`src/rtl/lvpg_pkg.sv`:
```
// ---------------------------------------------------------------------------
// Laser vector point generator package
// Shared widths, codes, command and point records.
// ---------------------------------------------------------------------------
package lvpg_pkg;

  localparam int COORD_W  = 24;
  localparam int FRAC_W   = 8;
  localparam int GAIN_W   = 32;
  localparam int POINT_W  = 16;
  localparam int COLOUR_W = 8;
  localparam int SHIFT    = FRAC_W + 16;
  localparam int PROD_W   = COORD_W + GAIN_W + 1;
  localparam int DIFF_W   = COORD_W + 1;
  localparam int SQ_W     = 2 * (FRAC_W + 1) + 1;

  localparam int CMDQ_DEPTH = 2;
  localparam int CMDQ_PTR_W = $clog2(CMDQ_DEPTH);
  localparam int CMDQ_CNT_W = $clog2(CMDQ_DEPTH + 1);
  localparam int OUTQ_DEPTH = 4;
  localparam int OUTQ_PTR_W = $clog2(OUTQ_DEPTH);
  localparam int OUTQ_CNT_W = $clog2(OUTQ_DEPTH + 1);

  localparam int REG_INDEX_W = 1;
  localparam logic [GAIN_W-1:0] GAIN_RESET = GAIN_W'(1) << 24;

  typedef enum logic [1:0] {
    ACT_FRAME  = 2'd0,
    ACT_LINE   = 2'd1,
    ACT_VERTEX = 2'd2
  } action_t;

  typedef enum logic [REG_INDEX_W-1:0] {
    REG_X_GAIN = 1'b0,
    REG_Y_GAIN = 1'b1
  } reg_index_t;

  // Point position inside one command: travel from pen, travel to target,
  // drawn first point, drawn second point.
  typedef logic [1:0] step_t;
  localparam step_t STEP_PEN    = 2'd0;
  localparam step_t STEP_TARGET = 2'd1;
  localparam step_t STEP_A      = 2'd2;
  localparam step_t STEP_B      = 2'd3;

  localparam logic [1:0] POLY_IDLE = 2'd0;
  localparam logic [1:0] POLY_ONE  = 2'd1;
  localparam logic [1:0] POLY_SAT  = 2'd3;

  typedef logic signed [COORD_W-1:0] coord_t;
  typedef logic [COLOUR_W-1:0] colour_t;

  typedef struct packed {
    logic    travel;
    logic    has_b;
    coord_t  pen_x;
    coord_t  pen_y;
    coord_t  a_x;
    coord_t  a_y;
    coord_t  b_x;
    coord_t  b_y;
    colour_t red;
    colour_t green;
    colour_t blue;
  } cmd_t;

  typedef struct packed {
    logic signed [POINT_W-1:0] x;
    logic signed [POINT_W-1:0] y;
    logic                      blanked;
    colour_t                   red;
    colour_t                   green;
    colour_t                   blue;
    logic                      last;
  } point_t;

  typedef struct packed {
    logic full;
    logic empty;
  } q_status_t;

endpackage

```
`src/rtl/lvpg_back.sv`:
```
// ---------------------------------------------------------------------------
// Laser vector point generator back end
// Steps through each command's points, maps them to scanner coordinates.
// ---------------------------------------------------------------------------
module lvpg_back (
  input  logic                        clk,
  input  logic                        rst,
  input  logic [lvpg_pkg::GAIN_W-1:0] x_gain,
  input  logic [lvpg_pkg::GAIN_W-1:0] y_gain,
  input  lvpg_pkg::cmd_t              head,
  input  logic                        cmd_empty,
  output logic                        cmd_pop,
  input  logic                        pop,
  output logic                        empty,
  output lvpg_pkg::point_t            point
);
  import lvpg_pkg::*;

  localparam logic signed [PROD_W-1:0] LIM     = PROD_W'(1) << (SHIFT + 17);
  localparam logic signed [PROD_W-1:0] NEG_LIM = -LIM;
  localparam logic signed [PROD_W-1:0] KK      = PROD_W'(32767) << SHIFT;
  localparam logic signed [PROD_W-1:0] BIAS    = (PROD_W'(1) << SHIFT) - PROD_W'(1);
  localparam logic signed [PROD_W-1:0] PT_MAX  = PROD_W'(2 ** (POINT_W - 1) - 1);
  localparam logic signed [PROD_W-1:0] PT_MIN  = -PT_MAX - PROD_W'(1);

  // Clamp, offset, truncate toward zero and saturate to 16 bits.
  function automatic logic signed [POINT_W-1:0] map_coord(
    input logic signed [PROD_W-1:0] p,
    input logic                     flip
  );
    logic signed [PROD_W-1:0] c;
    logic signed [PROD_W-1:0] s;
    logic signed [PROD_W-1:0] q;
    c = (p > LIM) ? LIM : ((p < NEG_LIM) ? NEG_LIM : p);
    s = flip ? (KK - c) : (c - KK);
    q = s[PROD_W-1] ? ((s + BIAS) >>> SHIFT) : (s >>> SHIFT);
    if (q > PT_MAX) begin
      return PT_MAX[POINT_W-1:0];
    end else if (q < PT_MIN) begin
      return PT_MIN[POINT_W-1:0];
    end
    return q[POINT_W-1:0];
  endfunction

  step_t  k, e;
  logic   issue, last, blank;
  coord_t sel_x, sel_y;

  logic                     v1;
  logic signed [PROD_W-1:0] prod_x, prod_y;
  point_t                   p1, p2;

  point_t                mem [OUTQ_DEPTH];
  logic [OUTQ_PTR_W-1:0] wptr, rptr;
  logic [OUTQ_CNT_W-1:0] ocount;
  logic                  take;

  // Sequencer: pick the next point of the head command.
  always_comb begin
    e     = head.travel ? k : k + STEP_A;
    last  = (e == STEP_B) || ((e == STEP_A) && !head.has_b);
    blank = (e == STEP_PEN) || (e == STEP_TARGET);
    issue = !cmd_empty && ((ocount + OUTQ_CNT_W'(v1)) < OUTQ_CNT_W'(OUTQ_DEPTH));
    unique case (e) inside
      STEP_PEN: begin
        sel_x = head.pen_x;
        sel_y = head.pen_y;
      end
      STEP_TARGET, STEP_A: begin
        sel_x = head.a_x;
        sel_y = head.a_y;
      end
      STEP_B: begin
        sel_x = head.b_x;
        sel_y = head.b_y;
      end
      default: begin
        sel_x = head.a_x;
        sel_y = head.a_y;
      end
    endcase
    cmd_pop = issue && last;
  end

  always_ff @(posedge clk) begin
    if (rst) begin
      k  <= STEP_PEN;
      v1 <= 1'b0;
    end else begin
      v1 <= issue;
      if (issue) begin
        k <= last ? STEP_PEN : k + 2'd1;
      end
    end
  end

  // Multiply stage.
  always_ff @(posedge clk) begin
    if (issue) begin
      prod_x     <= sel_x * $signed({1'b0, x_gain});
      prod_y     <= sel_y * $signed({1'b0, y_gain});
      p1.x       <= '0;
      p1.y       <= '0;
      p1.blanked <= blank;
      p1.red     <= blank ? '0 : head.red;
      p1.green   <= blank ? '0 : head.green;
      p1.blue    <= blank ? '0 : head.blue;
      p1.last    <= last;
    end
  end

  // Map stage, Y flipped.
  always_comb begin
    p2   = p1;
    p2.x = map_coord(prod_x, 1'b0);
    p2.y = map_coord(prod_y, 1'b1);
  end

  // Result queue.
  assign empty = (ocount == '0);
  assign take  = pop && !empty;
  assign point = mem[rptr];

  always_ff @(posedge clk) begin
    if (v1) begin
      mem[wptr] <= p2;
    end
  end

  always_ff @(posedge clk) begin
    if (rst) begin
      wptr   <= '0;
      rptr   <= '0;
      ocount <= '0;
    end else begin
      if (v1) begin
        wptr <= wptr + 1'b1;
      end
      if (take) begin
        rptr <= rptr + 1'b1;
      end
      ocount <= ocount + OUTQ_CNT_W'(v1) - OUTQ_CNT_W'(take);
    end
  end

endmodule

```
`config.mk`:
```
export PLATFORM = sky130hd
export DESIGN_NAME = lvpg_back
export DESIGN_NICKNAME = d
export VERILOG_FILES = /design/src/rtl/lvpg_pkg.sv /design/src/rtl/lvpg_back.sv
export SDC_FILE = /design/constraint.sdc
export NUM_CORES = 2
export LEC_CHECK = 0
export BUFFER_PORTS_ARGS = -buffer_cell sky130_fd_sc_hd__clkbuf_2
export CORE_MARGIN = 4
export CORE_UTILIZATION = 34
export CTS_BUF_LIST = sky130_fd_sc_hd__clkbuf_4
export CTS_CLUSTER_DIAMETER = 40
export DETAILED_ROUTE_END_ITERATION = 12
export REMOVE_ABC_BUFFERS = 1
export SLEW_MARGIN = 30
export SYNTH_ARGS = -nofsm -noshare
export SYNTH_HDL_FRONTEND = slang
export SYNTH_SLANG_ARGS = --single-unit
```
`constraint.sdc`:
```
create_clock -name clk -period 11.6 [get_ports clk]
set_clock_uncertainty 0.05 [all_clocks]
set_input_delay 2.32 -clock clk [delete_from_list [all_inputs] [get_ports clk]]
set_output_delay 2.32 -clock clk [all_outputs]
set_load 0.1 [all_outputs]
```
==> key figures <==
Status
  • Status: finished clean

Clocking
  • CTS buffer count: 101
  • Hold_buf cts: 0
  • Clk_lat worst skew: 0.90 ns
  • H-tree depth: 3
  • Clk slew on worst S/H paths: 0.07 ns
  • Post-CTS Setup Repair Bufs: 0
  • # resized after CTS: 0
  • TritonCTS sink count: 384
  • CTS root buf: clkbuf_4
  • Clk buf depth: 3
  • CTS tree: yes

Placed design
  • Number of port buffers: 297
  • Cell count after placement: 10.12k
  • Detailed placement HPWL: 155.1 mm
  • Gpl congestion: 0.8815

Critical path
  • Critical path required time: 12.17 ns
  • Worst-case reg-to-reg path depth: 36
  • Startpoint types: input port
  • Cell count along the critical path: 38
  • CP max stage cell: fa_1
  • Family with the most delay on the worst path: adder cells
  • FF-to-FF setup slack: 1.69 ns
  • Critical Path Sink: prod_y[54]
  • RR Startpoint: k[0]
  • Worst Path Max Fanout: 17
  • Most frequent CP cell: fa_1
  • R2R Path End: prod_y[54]
  • CP Class: in -> reg
  • Worst EP arrival: 11.58 ns
  • Crit path capture type: flip-flop
  • Worst Path Buf+Inv: 11
  • Slowest stage delay, CP: 0.56 ns
  • CP startpoint: head[169]

Route
  • Drt drc: 0
  • DR iter-0 viols: 2,998
  • Drt pass-1 iters: 6
  • Routed via count: 50.85k
  • Wirelength per Cell: 18.20 um
  • Final ANT Viol Nets: 0
  • Vias/cell: 4.932
  • WL final: 187.7 mm

Synthesis
  • Largest area contributor in the netlist: fa_1
  • Yosys top cell area share: 38.47%
  • Primary FF master, synth: edfxtp_1
  • Syn_area_per_cell: 9.629 um2
  • Seq cells post-synth: 384
  • Post-Syn Area: 0.06848 mm2
  • Post-synth EDFFs: 372
  • Sequential area share after synthesis: 16.66%
  • Most common cell in the netlist: inv_1
  • Yosys warns: 0
  • Share of flip-flops with an asynchronous set or reset: 0%
  • Synth cell types: 97
  • Synth Instances: 7,112
  • Synth cell count leaders: 1,445 x inv_1, 1,316 x fa_1, 1,074 x nand2_1
  • Dominant cells by area after synthesis: fa_1 38%, edfxtp_1 16%, ha_1 8.3%

Global routing
  • First-pass GRT wire length: 303.6 mm
  • Met3 Use GR: 2.321%
  • Met1 usage in global routing: 24.41%
  • Largest net degree at the start of global routing: 86
  • Gr ovfl total: 0
  • GRT Overall Usage: 18.14%
  • Initial antenna violation count: 9
  • Busiest grt layer: met2
  • M2 GR Usage: 30.80%
  • Vias in the first global route: 54.90k

Floorplanning
  • IO Pins: 298
  • Die width: 456.8 um
  • Core Region: 0.2001 mm2
  • Rows: 164
  • Die area: 0.2087 mm2
  • Chip Height: 456.8 um
  • Initial Utilization: 34.23%

Min path
  • HP Class: reg -> reg

Timing
  • Max Transition Viols Final: 0
  • RSZ-0062 raised after global routing: false
  • Setup TNS: 0 ns
  • Fmax: 0.09084 GHz
  • Max-slew headroom: 37.59%
  • Min Hold Slack: 0.4398 ns
  • Final hold vios: 0
  • Min cycle time layout: 11.01 ns
  • Tightest Pin Transition: 0.9263 ns
  • # setup viols final: 0
  • Tcrit/Tclk final: 94.90%

Layout
  • Final nets: 9,569
  • Final Non-Filler Cells: 10.31k
  • Layout cells sized above 1: 13.92%
  • Area delta synth->final: 12.82%

Flow run
  • Max Cap Violations: 0
## registers in the layout, summed over array words and instances, names as in the netlist, named ones only
register / flops
k: 2
mem: 232
ocount: 3
p1: 26
prod_x: 57
prod_y: 57
rptr: 2
v1: 1
wptr: 2
## worst register-to-register path, delay by kind of cell, from the launching register on
kind,cells,cell delay (ns)
AOI/OAI and AO/OA,12,2.84
xor gates and xnor gates,1,0.14
adders and majority gates,9,4.30
buffers and inverters,10,1.34
DFF,1,0.50
and+or+nand+nor,4,0.46
## metal layers
layer | vias up | wire length (um) | part of all wire, %
met5 | - | 0 | 0
met4 | 0 | 4684 | 2.5
li1 | 23000 | - | -
met3 | 221 | 10590 | 5.6
met1 | 26190 | 80270 | 43
met2 | 1440 | 92120 | 49
## per-stage QoR
step	area [um2]	utilization (%)	setup WS (ns)
after detailed placement	75910	37.94	-0.2468
final	77270	38.62	0.5921
after global routing	77260	38.62	0.07234
after CTS	77240	38.61	0.7448
after global placement	75900	37.94	-0.2032
after floorplan	67170	-	-1.321
## cell families after synthesis
group	count (synthesis)	synth area share, %
muxes	75	2.169
adders and majority gates	1769	46.75
buffers and inverters	1790	9.838
and+or+nand+nor	2299	16.38
DFF	384	16.66
AOI/OAI and AO/OA	599	5.704
xor gates and xnor gates	196	2.507
## cell usage in the layout (no fill, tap or decap), drive strengths merged, types with 13 or more instances in the layout
master  netlist  layout
inv        1445    1449
fa         1316    1316
nand2      1074    1074
ha          453     453
clkbuf      331     449
buf          14     395
nor2b       377     377
edfxtp      372     372
nor2        224     224
and2        208     208
a21oi       180     180
xnor2       136     136
o21ai       124     124
xor2         60      60
mux4         58      58
nor3         58      58
nand3        55      55
nand2b       54      54
or2          52      52
a22oi        49      49
nand4        45      45
a21o         42      42
nor4         37      37
and3         27      27
clkinv        0      27
or3          26      26
o21a         21      21
or4          21      21
a31oi        21      21
o21bai       15      15
o31ai        15      15
o211ai       14      14
a211oi       14      14
mux2i        13      13
## final cells by class
type                            instances  area, um2
Fill cell                           19880     122800
Multi-Input combinational cell       4938      50630
Sequential cell                       384      11420
Inverter                             1445       5429
Timing Repair Buffer                  692       5115
Tap cell                             2656       3323
Clock buffer                          152       1141
Clock inverter                         33      190.2
Antenna cell                           10      25.02
## worst min-delay path by stage
stage,start,end,cells past startpoint
after detailed placement,p1[10],mem[0][10],0
after floorplan,p1[0],mem[0][0],0
after global routing,p1[11],mem[0][11],0
after CTS,p1[11],mem[0][11],0
final,p1[11],mem[0][11],0
after global placement,p1[25],mem[2][25],0
Power is not shown: default switching activity piles up to over one toggle a cycle in this logic, so the estimate is an artifact.
