### src/rtl/lvpg_pkg.sv
// ---------------------------------------------------------------------------
// Laser vector point generator package
// Shared widths, codes, command and point records.
// ---------------------------------------------------------------------------
package lvpg_pkg;

  localparam int COORD_W  = 24;
  localparam int FRAC_W   = 8;
  localparam int GAIN_W   = 32;
  localparam int POINT_W  = 16;
  localparam int COLOUR_W = 8;
  localparam int SHIFT    = FRAC_W + 16;
  localparam int PROD_W   = COORD_W + GAIN_W + 1;
  localparam int DIFF_W   = COORD_W + 1;
  localparam int SQ_W     = 2 * (FRAC_W + 1) + 1;

  localparam int CMDQ_DEPTH = 2;
  localparam int CMDQ_PTR_W = $clog2(CMDQ_DEPTH);
  localparam int CMDQ_CNT_W = $clog2(CMDQ_DEPTH + 1);
  localparam int OUTQ_DEPTH = 4;
  localparam int OUTQ_PTR_W = $clog2(OUTQ_DEPTH);
  localparam int OUTQ_CNT_W = $clog2(OUTQ_DEPTH + 1);

  localparam int REG_INDEX_W = 1;
  localparam logic [GAIN_W-1:0] GAIN_RESET = GAIN_W'(1) << 24;

  typedef enum logic [1:0] {
    ACT_FRAME  = 2'd0,
    ACT_LINE   = 2'd1,
    ACT_VERTEX = 2'd2
  } action_t;

  typedef enum logic [REG_INDEX_W-1:0] {
    REG_X_GAIN = 1'b0,
    REG_Y_GAIN = 1'b1
  } reg_index_t;

  // Point position inside one command: travel from pen, travel to target,
  // drawn first point, drawn second point.
  typedef logic [1:0] step_t;
  localparam step_t STEP_PEN    = 2'd0;
  localparam step_t STEP_TARGET = 2'd1;
  localparam step_t STEP_A      = 2'd2;
  localparam step_t STEP_B      = 2'd3;

  localparam logic [1:0] POLY_IDLE = 2'd0;
  localparam logic [1:0] POLY_ONE  = 2'd1;
  localparam logic [1:0] POLY_SAT  = 2'd3;

  typedef logic signed [COORD_W-1:0] coord_t;
  typedef logic [COLOUR_W-1:0] colour_t;

  typedef struct packed {
    logic    travel;
    logic    has_b;
    coord_t  pen_x;
    coord_t  pen_y;
    coord_t  a_x;
    coord_t  a_y;
    coord_t  b_x;
    coord_t  b_y;
    colour_t red;
    colour_t green;
    colour_t blue;
  } cmd_t;

  typedef struct packed {
    logic signed [POINT_W-1:0] x;
    logic signed [POINT_W-1:0] y;
    logic                      blanked;
    colour_t                   red;
    colour_t                   green;
    colour_t                   blue;
    logic                      last;
  } point_t;

  typedef struct packed {
    logic full;
    logic empty;
  } q_status_t;

endpackage

### src/rtl/lvpg_front.sv
// ---------------------------------------------------------------------------
// Laser vector point generator front end
// Accepts drawing items, tracks pen and polyline state, queues commands.
// ---------------------------------------------------------------------------
module lvpg_front (
  input  logic            clk,
  input  logic            rst,
  input  logic            accept,
  input  logic [1:0]      action,
  input  lvpg_pkg::coord_t start_x,
  input  lvpg_pkg::coord_t start_y,
  input  lvpg_pkg::coord_t end_x,
  input  lvpg_pkg::coord_t end_y,
  input  lvpg_pkg::colour_t red,
  input  lvpg_pkg::colour_t green,
  input  lvpg_pkg::colour_t blue,
  input  logic            first_vertex,
  input  logic            final_vertex,
  input  logic            closed_shape,
  output logic            cmd_push,
  output lvpg_pkg::cmd_t  cmd
);
  import lvpg_pkg::*;

  localparam logic [DIFF_W-1:0] ONE    = DIFF_W'(1) << FRAC_W;
  localparam logic [SQ_W-1:0]   ONE_SQ = SQ_W'(1) << (2 * FRAC_W);

  logic       pen_valid, pen_valid_next;
  coord_t     pen_x, pen_x_next, pen_y, pen_y_next;
  coord_t     poly_first_x, poly_first_x_next, poly_first_y, poly_first_y_next;
  logic [1:0] poly_count, poly_count_next, count_inc;

  logic signed [DIFF_W-1:0] dx, dy;
  logic [DIFF_W-1:0]        adx, ady;
  logic [SQ_W-1:0]          dist_sq;
  logic                     far, emit;

  // Distance from the pen to the new start point.
  always_comb begin
    dx      = DIFF_W'(start_x) - DIFF_W'(pen_x);
    dy      = DIFF_W'(start_y) - DIFF_W'(pen_y);
    adx     = dx[DIFF_W-1] ? -dx : dx;
    ady     = dy[DIFF_W-1] ? -dy : dy;
    dist_sq = SQ_W'(adx[FRAC_W:0]) * SQ_W'(adx[FRAC_W:0])
            + SQ_W'(ady[FRAC_W:0]) * SQ_W'(ady[FRAC_W:0]);
    far     = (adx > ONE) || (ady > ONE) || (dist_sq > ONE_SQ);
  end

  always_comb begin
    pen_valid_next    = pen_valid;
    pen_x_next        = pen_x;
    pen_y_next        = pen_y;
    poly_first_x_next = poly_first_x;
    poly_first_y_next = poly_first_y;
    poly_count_next   = poly_count;
    count_inc         = (poly_count == POLY_SAT) ? POLY_SAT : poly_count + 2'd1;
    emit              = 1'b0;
    cmd.travel        = 1'b0;
    cmd.has_b         = 1'b0;
    cmd.pen_x         = pen_x;
    cmd.pen_y         = pen_y;
    cmd.a_x           = start_x;
    cmd.a_y           = start_y;
    cmd.b_x           = end_x;
    cmd.b_y           = end_y;
    cmd.red           = red;
    cmd.green         = green;
    cmd.blue          = blue;
    unique case (action_t'(action))
      ACT_FRAME: begin
        pen_valid_next = 1'b0;
        pen_x_next     = '0;
        pen_y_next     = '0;
      end
      ACT_LINE: begin
        emit           = 1'b1;
        cmd.travel     = pen_valid && far;
        cmd.has_b      = 1'b1;
        pen_x_next     = end_x;
        pen_y_next     = end_y;
        pen_valid_next = 1'b1;
      end
      ACT_VERTEX: begin
        if (first_vertex) begin
          poly_first_x_next = start_x;
          poly_first_y_next = start_y;
          if (final_vertex) begin
            poly_count_next = POLY_IDLE;
          end else begin
            poly_count_next = POLY_ONE;
            emit            = 1'b1;
            cmd.travel      = pen_valid && far;
          end
        end else if (poly_count != POLY_IDLE) begin
          emit      = 1'b1;
          cmd.b_x   = poly_first_x;
          cmd.b_y   = poly_first_y;
          if (final_vertex) begin
            // close the shape back to its first vertex
            cmd.has_b       = closed_shape && (count_inc == POLY_SAT);
            pen_x_next      = closed_shape ? poly_first_x : start_x;
            pen_y_next      = closed_shape ? poly_first_y : start_y;
            pen_valid_next  = 1'b1;
            poly_count_next = POLY_IDLE;
          end else begin
            poly_count_next = count_inc;
          end
        end
      end
      default: begin
      end
    endcase
    cmd_push = accept && emit;
  end

  always_ff @(posedge clk) begin
    if (rst) begin
      pen_valid    <= 1'b0;
      pen_x        <= '0;
      pen_y        <= '0;
      poly_first_x <= '0;
      poly_first_y <= '0;
      poly_count   <= POLY_IDLE;
    end else if (accept) begin
      pen_valid    <= pen_valid_next;
      pen_x        <= pen_x_next;
      pen_y        <= pen_y_next;
      poly_first_x <= poly_first_x_next;
      poly_first_y <= poly_first_y_next;
      poly_count   <= poly_count_next;
    end
  end

endmodule

### config.mk
export PLATFORM = sky130hd
export DESIGN_NAME = lvpg_front
export DESIGN_NICKNAME = d
export VERILOG_FILES = /design/src/rtl/lvpg_pkg.sv /design/src/rtl/lvpg_front.sv
export SDC_FILE = /design/constraint.sdc
export NUM_CORES = 1
export LEC_CHECK = 0
export BUFFER_PORTS_ARGS = -buffer_cell sky130_fd_sc_hd__buf_4
export CORE_MARGIN = 2
export CORE_UTILIZATION = 40
export CTS_BUF_LIST = sky130_fd_sc_hd__clkbuf_8
export DETAILED_ROUTE_END_ITERATION = 16
export PLACE_DENSITY_LB_ADDON = 0.25
export SYNTH_ARGS = -nofsm -noshare
export SYNTH_HDL_FRONTEND = slang
export SYNTH_SLANG_ARGS = --single-unit
### constraint.sdc
create_clock -name clk -period 19.9 [get_ports clk]
set_input_delay 3.98 -clock clk [delete_from_list [all_inputs] [get_ports clk]]
set_output_delay 3.98 -clock clk [all_outputs]
set_load 0.01 [all_outputs]
==> impl_metrics.env <==
export IMPL_cts_buffers=9
export IMPL_rsz0062_at_grt="no"
export IMPL_synthAdderAreaFrac_pct=23.5
export IMPL_synth_top_area_share_pct=13.5
export IMPL_worstMarginPinSlew_ns=1.14
export IMPL_grt_pass1_wl_um=72700
export IMPL_antenna_found_initial=0
export IMPL_grt_max_degree=81
export IMPL_final_nets=2367
export IMPL_fp_row_count=70
export IMPL_crit_family="adder cells"
export IMPL_dr_total_vias=14000
export IMPL_timing_final_ws_setup_ns=1.42
export IMPL_cp_num_buf_inv=9
export IMPL_syn2layout_area_growth_pct=13.3
export IMPL_cts_sinks=99
export IMPL_worstPathMaxFanout=18
export IMPL_cp_required_ns=15.92
export IMPL_dp_final_hpwl_um=36100
export IMPL_clkTransAtPathRegs_ns=0.10
export IMPL_cts_tree="built"
export IMPL_synth_seq_area_share_pct=13.5
export IMPL_antenna_left=0
export IMPL_critPathLaunchType="primary input"
export IMPL_slowest_delay_ns=0.68
export IMPL_via_per_inst=5.60
export IMPL_dr_pass1_iters=5
export IMPL_fmax_ghz=0.0541
export IMPL_synth_edf_count=0
export IMPL_synth_seq_cells=99
export IMPL_cts_setup_buffers=0
export IMPL_synth_xor_area_share_pct=4.54
export IMPL_place_gp_congestion=0.924
export IMPL_yosys_top_cells_area="dfxtp_1 (14%), fa_1 (14%), ha_1 (10%)"
export IMPL_synth_top_family_by_area="adder cells"
export IMPL_cp_end_kind="output pin"
export IMPL_met1Wirelength_um=20100
export IMPL_maxCapViolCount=0
export IMPL_antennaDiodeCount=0
export IMPL_clock_root_buffer="clkbuf_8"
export IMPL_fin_crit_sh_pct=92.8
export IMPL_initial_core_util_pct=40.3
export IMPL_yosysWarningCount=0
export IMPL_cp_slowest_cell="xor2_1"
export IMPL_drtIter0Drc=896
export IMPL_die_area_sq_mm=0.0382
export IMPL_dieWidth_um=195
export IMPL_routed_wl_um=45500
export IMPL_drc=0
export IMPL_hp_class="flop to flop"
export IMPL_arrival_ns=14.50
export IMPL_netlist_area_sq_mm=0.0147
export IMPL_port_buffers=250
export IMPL_status="finished, final reports clean"
export IMPL_cts_hold_fix_buffers=0
export IMPL_io_pins=299
export IMPL_pre_cts_ws_ns=1.52
export IMPL_tns_ns=0
export IMPL_insertion_delay_ns=0.40
export IMPL_wl_met2_um=21100
export IMPL_finalClockSkew_ns=0.0144
export IMPL_top_layer="met4"
export IMPL_gr_total_overflow=0
export IMPL_async_reset_ff_share_pct=0
export IMPL_grt_total_usage_pct=23.5
export IMPL_postSynthCellCount=1913
export IMPL_die_h_um=195
export IMPL_avgSynthCellArea_sq_um=7.66
export IMPL_synth_largest_area_cell="dfxtp_1"
export IMPL_final_util_pct=45.7
export IMPL_htreeDepth=3
export IMPL_synth_flop_cell="dfxtp_1"
export IMPL_relSlewSlack_pct=24.1
export IMPL_muxShareOfSynthArea_pct=7.56
export IMPL_synth_nets=2257
export IMPL_fin_crit_ns=18.48
export IMPL_criticalPathCategory="primary input to output pin"
export IMPL_wl_per_cell_um=18.2
export IMPL_clockBufferDepth=2
export IMPL_cts_resized=0
export IMPL_hold_violations=0
export IMPL_hold_ws_ns=0.473
export IMPL_layout_drive_gt1_share_pct=20.4
export IMPL_slew_violations=0
export IMPL_setup_viol=0
export IMPL_grt_pass1_vias=13500
export IMPL_core_area_sq_mm=0.0363
export IMPL_synthDistinctLibCells=81
export IMPL_synth_compound_area_share_pct=20.3
export IMPL_synth_simple_area_share_pct=18.9
export IMPL_routed_wl_met3_um=3180
[layout by cell type, fill, tap and decap left out, drive strengths merged, types with 15 or more instances in the layout]
master	Yosys	layout
fa	99	99
xor2	33	33
nor3	74	74
nand2	181	181
and2	15	15
nand4	15	15
nand2b	18	18
nand3	26	26
xnor2	43	43
or2	19	19
buf	78	263
a21oi	171	171
o211ai	24	24
a21o	20	20
dfxtp	99	99
nor2	159	159
mux2	94	94
a22oi	49	49
o21ai	63	63
inv	220	223
ha	117	117
[cells in the mapped netlist, types with 7 or more instances]
cell type and n:
a211oi_1 12, a21boi_0 7, a21o_1 20, a21oi_1 170, a22oi_1 49, a31oi_1 14, and2_1 13, and3_1 11
buf_4 72, clkbuf_1 86, dfxtp_1 99, fa_1 99, ha_1 117, inv_1 220, mux2_2 94, nand2_1 181
nand2b_1 18, nand3_1 26, nand4_1 15, nor2_1 159, nor2b_1 13, nor3_1 74, nor3b_1 7, nor4_1 8
o2111ai_1 9, o211ai_1 24, o21a_1 12, o21ai_0 61, o22ai_1 7, or2_2 18, xnor2_1 43, xor2_1 33
[worst min-delay path: cells and delay by family (launching register included)]
| kind | cells | cell delay (ns) |
|---|---|---|
| flops | 1 | 0.33 |
| simple gates | 1 | 0.05 |
| compound gates | 1 | 0.05 |
[worst paths after layout]
path                                 from                            to  slack, ns  depth (start not counted)
max reg2reg    poly_count[1]$_SDFFE_PP0P_        pen_x[17]$_SDFFE_PP0P_      17.18                          7
max                            start_x[0]                      cmd[169]       1.42                         37
min          poly_first_x[7]$_SDFFE_PP0P_  poly_first_x[7]$_SDFFE_PP0P_       0.47                          2
min reg2reg  poly_first_x[7]$_SDFFE_PP0P_  poly_first_x[7]$_SDFFE_PP0P_       0.47                          2
[registers in the layout, summed over array words and instances, names as in the netlist]
register      cells
pen_valid         1
pen_x            24
pen_y            24
poly_count        2
poly_first_x     24
poly_first_y     24
[cell type report]
type	instances	area, sq um
clock buffers	10	138
clock inverters	6	119
fillers	3696	19700
inverters	220	826
multi-input cells	1430	11000
flip-flops and latches	99	1980
well taps	468	586
repair buffers	263	1970
[routing by layer]
layer | GRT usage, % | vias up
li1 | - | 6759
met5 | 0 | -
met4 | 7.04 | 0
met1 | 31.5 | 6697
met2 | 38.2 | 476
met3 | 4.68 | 58
[kinds of logic after synthesis]
family | Yosys count
AO/OA/AOI/OAI | 456
XOR/XNOR | 76
adder cells (fa/ha/maj) | 216
buffers and inverters | 384
flip-flops | 99
multiplexers | 99
AND/OR/NAND/NOR | 583
[metrics by stage]
step | area, sq um | std cells
2_1_floorplan | 14700 | 1913
3_3_place_gp | 16400 | 2480
3_5_place_dp | 16400 | 2480
4_1_cts | 16600 | 2496
5_1_grt | 16600 | 2496
6_report | 16600 | 2496
Power is left out: the tool's default activity adds up to more than one toggle a clock period on the data nets, which glitch-free logic cannot reach.
