File: src/rtl/lvpg_pkg.sv
// ---------------------------------------------------------------------------
// Laser vector point generator package
// Shared widths, codes, command and point records.
// ---------------------------------------------------------------------------
package lvpg_pkg;

  localparam int COORD_W  = 24;
  localparam int FRAC_W   = 8;
  localparam int GAIN_W   = 32;
  localparam int POINT_W  = 16;
  localparam int COLOUR_W = 8;
  localparam int SHIFT    = FRAC_W + 16;
  localparam int PROD_W   = COORD_W + GAIN_W + 1;
  localparam int DIFF_W   = COORD_W + 1;
  localparam int SQ_W     = 2 * (FRAC_W + 1) + 1;

  localparam int CMDQ_DEPTH = 2;
  localparam int CMDQ_PTR_W = $clog2(CMDQ_DEPTH);
  localparam int CMDQ_CNT_W = $clog2(CMDQ_DEPTH + 1);
  localparam int OUTQ_DEPTH = 4;
  localparam int OUTQ_PTR_W = $clog2(OUTQ_DEPTH);
  localparam int OUTQ_CNT_W = $clog2(OUTQ_DEPTH + 1);

  localparam int REG_INDEX_W = 1;
  localparam logic [GAIN_W-1:0] GAIN_RESET = GAIN_W'(1) << 24;

  typedef enum logic [1:0] {
    ACT_FRAME  = 2'd0,
    ACT_LINE   = 2'd1,
    ACT_VERTEX = 2'd2
  } action_t;

  typedef enum logic [REG_INDEX_W-1:0] {
    REG_X_GAIN = 1'b0,
    REG_Y_GAIN = 1'b1
  } reg_index_t;

  // Point position inside one command: travel from pen, travel to target,
  // drawn first point, drawn second point.
  typedef logic [1:0] step_t;
  localparam step_t STEP_PEN    = 2'd0;
  localparam step_t STEP_TARGET = 2'd1;
  localparam step_t STEP_A      = 2'd2;
  localparam step_t STEP_B      = 2'd3;

  localparam logic [1:0] POLY_IDLE = 2'd0;
  localparam logic [1:0] POLY_ONE  = 2'd1;
  localparam logic [1:0] POLY_SAT  = 2'd3;

  typedef logic signed [COORD_W-1:0] coord_t;
  typedef logic [COLOUR_W-1:0] colour_t;

  typedef struct packed {
    logic    travel;
    logic    has_b;
    coord_t  pen_x;
    coord_t  pen_y;
    coord_t  a_x;
    coord_t  a_y;
    coord_t  b_x;
    coord_t  b_y;
    colour_t red;
    colour_t green;
    colour_t blue;
  } cmd_t;

  typedef struct packed {
    logic signed [POINT_W-1:0] x;
    logic signed [POINT_W-1:0] y;
    logic                      blanked;
    colour_t                   red;
    colour_t                   green;
    colour_t                   blue;
    logic                      last;
  } point_t;

  typedef struct packed {
    logic full;
    logic empty;
  } q_status_t;

endpackage

File: src/rtl/lvpg_cmd_queue.sv
// ---------------------------------------------------------------------------
// Laser vector point generator command queue
// Short queue of classified commands between front and back ends.
// ---------------------------------------------------------------------------
module lvpg_cmd_queue (
  input  logic                 clk,
  input  logic                 rst,
  input  logic                 wr,
  input  lvpg_pkg::cmd_t       wr_cmd,
  input  logic                 rd,
  output lvpg_pkg::cmd_t       head,
  output lvpg_pkg::q_status_t  status
);
  import lvpg_pkg::*;

  cmd_t                  mem [CMDQ_DEPTH];
  logic [CMDQ_PTR_W-1:0] wptr, rptr;
  logic [CMDQ_CNT_W-1:0] count;

  assign head         = mem[rptr];
  assign status.full  = (count == CMDQ_CNT_W'(CMDQ_DEPTH));
  assign status.empty = (count == '0);

  always_ff @(posedge clk) begin
    if (wr) begin
      mem[wptr] <= wr_cmd;
    end
  end

  always_ff @(posedge clk) begin
    if (rst) begin
      wptr  <= '0;
      rptr  <= '0;
      count <= '0;
    end else begin
      if (wr) begin
        wptr <= wptr + 1'b1;
      end
      if (rd) begin
        rptr <= rptr + 1'b1;
      end
      count <= count + CMDQ_CNT_W'(wr) - CMDQ_CNT_W'(rd);
    end
  end

endmodule

File: config.mk
export PLATFORM = sky130hd
export DESIGN_NAME = lvpg_cmd_queue
export DESIGN_NICKNAME = d
export VERILOG_FILES = /design/src/rtl/lvpg_pkg.sv /design/src/rtl/lvpg_cmd_queue.sv
export SDC_FILE = /design/constraint.sdc
export NUM_CORES = 1
export LEC_CHECK = 0
export BUFFER_PORTS_ARGS = -buffer_cell sky130_fd_sc_hd__buf_2
export CORE_MARGIN = 2
export CORE_UTILIZATION = 56
export DETAILED_ROUTE_END_ITERATION = 12
export PLACE_DENSITY = 0.84
export SYNTH_ARGS = -nofsm -noshare
export SYNTH_HDL_FRONTEND = slang
export SYNTH_SLANG_ARGS = --single-unit
File: constraint.sdc
create_clock -name clk -period 24.3 [get_ports clk]
set_input_delay 4.86 -clock clk [delete_from_list [all_inputs] [get_ports clk]]
set_output_delay 4.86 -clock clk [all_outputs]
set_load 0.02 [all_outputs]
==> run summary, run 1 <==
Tot GR Track Use = 0.1967
Worst Hold Slack = 0.5382 ns
R2R cell count = 2
Yosys reg bits = 345
clock skew = 0.01314 ns
Avg Cell Area, Syn = 23.43 um2
CTS tree = done
critical path class = flop to output port
post-synthesis sequential area ratio = 0.8001
outcome = finished, final reports clean
post-CTS sizing = 0
Reg2Reg Setup Slack = 22.14 ns
max cap viols = 0
GRT overflow = 0
Initial Utilization = 0.5692
antenna violations before repair = 4
# nets final = 1,095
wire per inst = 20.19 um
Netlist Area Pre-Place = 12,890 um2
commonest non-fill, non-tap cell in the layout = buf_2
worst hold path type = flop to flop
largest net degree at the start of global routing = 82
Slew Viols, Final = 0
Finish-stage setup viols = 0
cts-stage hold buffer count = 0
Area Growth Syn to Fin = 23.99%
YS warnings = 0
number of global-route vias before repair = 6,527
Die Wd = 155.7 um
Core Rows = 55
post-CTS setup buffer count = 0
vias = 6,420
total CTS buffers = 35
antenna violation net count after detailed routing = 0
share of cells above drive strength 1 = 0.6070
router iterations before antenna repair = 4
worst hold stages = 2
Setup TNS Final = 0 ns
most frequent cells in the layout = 345 x buf_2, 340 x edfxtp_1, 100 x mux2_4
RSZ-0062 raised after global routing = no
post-layout util = 0.7057
crit path launch type = flop
global-route wire length before repair = 35,760 um
Leak = 6.242 nW
maximum vdd ir drop = 0.07855 mV
port bufs = 345
WP data arrival = 3.06 ns
Post-Route WL = 24,860 um
Reg-to-Reg Start = wptr
number of fill cells in the layout = 1,381
Die ar. = 24,240 um2
DRC Markers = 0
Min-Delay Endpoint = rptr
Setup WS pre-CTS = 16.89 ns
Critical Path RT = 19.44 ns
Synthesized Nets = 726
DR vias/cell = 5.215
I/O Pins = 346
Placer Congestion = 0.7599
Initial DRC Count = 331
Die Span Y = 155.7 um
number of distinct library cells after synthesis = 13
setup ws final = 16.38 ns
Reg clk slew, reported paths = 0.06 ns
Max-slew headroom = 0.2583
fin crit period = 7.922 ns
Cells after Synth = 550
actual slew at the worst max-slew pin = 1.113 ns
Hold Startpoint = rptr
CTS sink count = 345
hpwl dp = 16,400 um
Max H-tree Level = 2
Final Cycle Share = 0.3260
Crit. End Element = output port
Cell Pwr Density = 87.87 nW/um2
CTS Root Cell = clkbuf_16
core box area = 22,640 um2
Tot Pwr = 1.404 mW
Fmax achieved = 0.1262 GHz
Max FO, Critical Path = 69
CTS Buffer Depth = 3
clock latency on the worst-skew pair = 0.50 ns
Worst R2R End = mem[0][64]
Hold Vio Cnt, Final = 0
-- metal layers --
layer,GRT usage,routed length [um],vias up
met4,0.06116,533,4
li1,-,-,2926
met1,0.2364,9700,3146
met3,0.07333,2346,43
met5,0,27,-
met2,0.3329,12250,301
-- state kept, by name (all words and copies together) (netlist names), named ones only --
signal	count
mem	340
count	2
rptr	1
wptr	1
-- where the power goes --
part	switching (mW)	internal [mW]	total (mW)
clock	0.208	0.309	0.517
sequential	0.0138	0.696	0.710
combinational	0.0999	0.0771	0.177
-- worst max-delay path, cell delays in order (launching register included) --
cell	delay, ns
dfxtp_4	0.88
buf_4	0.95
mux2_2	0.43
buf_2	0.16
-- per-stage QoR --
step | instance area (um2) | instances
floorplan | 12890 | 550
global placement | 14860 | 1167
detailed placement | 14860 | 1167
CTS | 15970 | 1229
global route | 15970 | 1229
finish | 15980 | 1231
-- worst max path at each step --
stage | start | to | slack [ns] | cells after the start
floorplan | wr | mem[0][0] | 11.38 | 1
global placement | flop | head[50] | 16.95 | 3
detailed placement | flop | head[14] | 16.89 | 3
CTS | flop | head[14] | 16.36 | 3
global route | flop | head[47] | 16.22 | 3
finish | flop | head[14] | 16.38 | 3
-- cell usage after synthesis --
master / instances / area share
xnor2_1: 2 / 0.0014
nor2_1: 5 / 0.0015
ha_1: 2 / 0.0019
mux2_2: 70 / 0.061
mux2_4: 100 / 0.12
buf_2: 7 / 0.0027
xnor3_1: 1 / 0.0017
edfxtp_1: 340 / 0.79
buf_6: 12 / 0.010
dfxtp_1: 5 / 0.0078
nor2b_1: 3 / 0.0015
and2_1: 1 / 0.00049
inv_1: 2 / 0.00058
-- cell families after synthesis --
kind of cell,after synthesis,synth area share
and+or+nand+nor,9,0.003399
adders and majority gates,2,0.001942
buffers and inverters,21,0.01379
xor gates and xnor gates,3,0.003107
DFF,345,0.8001
muxes,170,0.1777
-- cell type report --
class                           count  area (um2)  area share
Sequential cell                   345       10310      0.6455
Multi-Input combinational cell    184        2409      0.1507
Timing Repair Buffer              351        1772      0.1109
Clock buffer                       43       948.4     0.05936
Tap cell                          285       356.6     0.02232
Clock inverter                     19       166.4     0.01042
Inverter                            2       7.507   0.0004699
Antenna cell                        2       5.005   0.0003132
(Power assumes the default switching activity.)
==> run 2, diff against run 1 <==
--- a/config.mk
+++ b/config.mk
@@ -7,9 +7,9 @@
 export LEC_CHECK = 0
 export BUFFER_PORTS_ARGS = -buffer_cell sky130_fd_sc_hd__buf_2
 export CORE_MARGIN = 2
-export CORE_UTILIZATION = 56
+export CORE_UTILIZATION = 47
 export DETAILED_ROUTE_END_ITERATION = 12
-export PLACE_DENSITY = 0.84
+export PLACE_DENSITY = 0.75
 export SYNTH_ARGS = -nofsm -noshare
 export SYNTH_HDL_FRONTEND = slang
 export SYNTH_SLANG_ARGS = --single-unit
==> constraint.sdc (replaced) <==
create_clock -name clk -period 6.35 [get_ports clk]
set_input_delay 1.27 -clock clk [delete_from_list [all_inputs] [get_ports clk]]
set_output_delay 1.27 -clock clk [all_outputs]
set_load 0.02 [all_outputs]
==> run 2 against run 1 <==
Effect of this change:
- core utilization fell by 11 points
- clock power rose to 3.7 times the previous value
- final cell count rose by 4.8%
- non-clock buffer count did not move
- critical path depth did not move
- die area rose by 19%
- critical endpoint is now head[26]
==> run summary, run 2 (synthesis results as in run 1) <==
CTS sink count = 345 (unchanged)
Area Growth Syn to Fin = 24.57%
core box area = 26,950 um2 (+19%)
cts-stage hold buffer count = 0 (unchanged)
crit path launch type = flop
Cell Pwr Density = 330.9 nW/um2 (+280%)
antenna violations before repair = 11 (+7)
Die Span Y = 169.6 um (+8.9%)
Finish-stage setup viols = 0 (unchanged)
# nets final = 1,095 (unchanged)
Largest regs = mem x340, count x2
Initial Utilization = 0.4781 (-0.09103)
largest net degree at the start of global routing = 101 (+23%)
Die ar. = 28,760 um2 (+19%)
number of fill cells in the layout = 1,963 (+42%)
number of flip-flops in the largest register = 340 (unchanged)
Net Sw Power = 1.199 mW (+270%)
outcome = finished, final reports clean
Reg clk slew, reported paths = 0.06 ns (about the same)
Initial DRC Count = 329 (-0.60%)
RSZ-0062 raised after global routing = no
Placer Congestion = 0.7946 (+4.6%)
critical path class = flop to output port
Fmax achieved = 0.2644 GHz
clock skew = 0.01185 ns (-0.001287 ns)
clock latency on the worst-skew pair = 0.50 ns (about the same)
WP data arrival = 2.51 ns (-0.55 ns)
total CTS buffers = 35 (unchanged)
Largest Register = mem
global-route wire length before repair = 35,240 um (-1.4%)
Setup TNS Final = 0 ns (unchanged)
antenna violation net count after detailed routing = 0 (unchanged)
CTS tree = done
number of global-route vias before repair = 6,524 (-0.046%)
Logic pwr share = 0.127 (about the same)
actual slew at the worst max-slew pin = 1.041 ns (-0.07185 ns)
Max H-tree Level = 2 (unchanged)
Leak = 6.234 nW (-0.12%)
Tot GR Track Use = 0.1605 (-0.03616)
hpwl dp = 16,180 um (-1.3%)
max cap viols = 0 (unchanged)
part of the power in registers = 0.510 (+0.004)
post-CTS sizing = 0 (unchanged)
Core Rows = 60 (+9.1%)
maximum vdd ir drop = 0.2270 mV (+190%)
Slew Viols, Final = 0 (unchanged)
Post-Route WL = 24,070 um (-3.2%)
clock power share = 0.363 (-0.005)
GRT overflow = 0 (unchanged)
worst hold path type = flop to flop
Tot Pwr = 5.311 mW (+280%)
I/O Pins = 346 (unchanged)
Int Pwr = 4.111 mW (+280%)
most frequent cells in the layout = 345 x buf_2, 340 x edfxtp_1, 100 x mux2_4
Hold Vio Cnt, Final = 0 (unchanged)
DR vias/cell = 4.964 (-4.8%)
router iterations before antenna repair = 4 (unchanged)
Final Cycle Share = 0.5956
Crit. End Element = output port
wire per inst = 18.66 um (-7.6%)
CTS Buffer Depth = 3 (unchanged)
fin crit period = 3.782 ns
share of cells above drive strength 1 = 0.6023 (-0.004659)
Max-slew headroom = 0.3062 (+0.04790)
DRC Markers = 0 (unchanged)
Max FO, Critical Path = 41 (-41%)
Sw Share = 0.2258 (-0.003463)
Critical Path RT = 5.08 ns (-14.36 ns)
commonest non-fill, non-tap cell in the layout = buf_2
post-CTS setup buffer count = 0 (unchanged)
port bufs = 345 (unchanged)
Die Wd = 169.6 um (+8.9%)
vias = 6,403 (-0.26%)
CTS Root Cell = clkbuf_16
## run 2: final cells by class
type                            instances  area, um2  share of cell area
Sequential cell                       345      10310              0.6425
Multi-Input combinational cell        184       2409              0.1501
Timing Repair Buffer                  351       1797              0.1119
Clock buffer                           48      977.2             0.06088
Tap cell                              341      426.7             0.02658
Clock inverter                         13      106.4            0.006626
Antenna cell                            6      15.01           0.0009354
Inverter                                2      7.507           0.0004677
## run 2: routing by layer
| layer | wire [um] | share of wire | vias to the layer above | GRT usage |
|---|---|---|---|---|
| met5 | 71 | 0.0029 | - | 0 |
| met2 | 11700 | 0.49 | 286 | 0.2644 |
| met1 | 9501 | 0.39 | 3118 | 0.1939 |
| met4 | 567 | 0.024 | 10 | 0.05909 |
| met3 | 2232 | 0.093 | 51 | 0.06040 |
| li1 | - | - | 2938 | - |
## run 2: critical path: stages, from the launching register on
cell and delay, ns:
dfxtp_4 0.72, buf_4 0.69, mux2_2 0.40, buf_2 0.16
## run 2: power groups by stage
stage          clock (mW)  sequential [mW]  combinational (mW)
2_1_floorplan           0             2.75               0.471
3_3_place_gp            0             2.75               0.675
3_5_place_dp            0             2.76               0.685
4_1_cts              1.99             2.71               0.687
5_1_grt              2.07             2.72               0.720
6_report             1.93             2.71               0.675
## run 2: metrics by stage
| step | hold slack, ns | setup slack, ns | instance area, um2 | std cells | util |
|---|---|---|---|---|---|
| floorplan | 0.4799 | 0.2123 | 12890 | 550 | - |
| CTS | 0.5264 | 2.513 | 16040 | 1284 | 0.5950 |
| global placement | 0.4955 | 3.074 | 14950 | 1223 | 0.5548 |
| detailed placement | 0.5119 | 3.056 | 14950 | 1223 | 0.5548 |
| global route | 0.5514 | 2.417 | 16050 | 1288 | 0.5954 |
| finish | 0.5167 | 2.568 | 16050 | 1290 | 0.5956 |
## run 2: worst paths after layout
check        start    endpoint  slack, ns  cells after the start
max           flop    head[26]       2.57                      3
max reg2reg   wptr  mem[1][37]       4.03                      2
min reg2reg   rptr        rptr       0.52                      2
min           rptr        rptr       0.52                      2
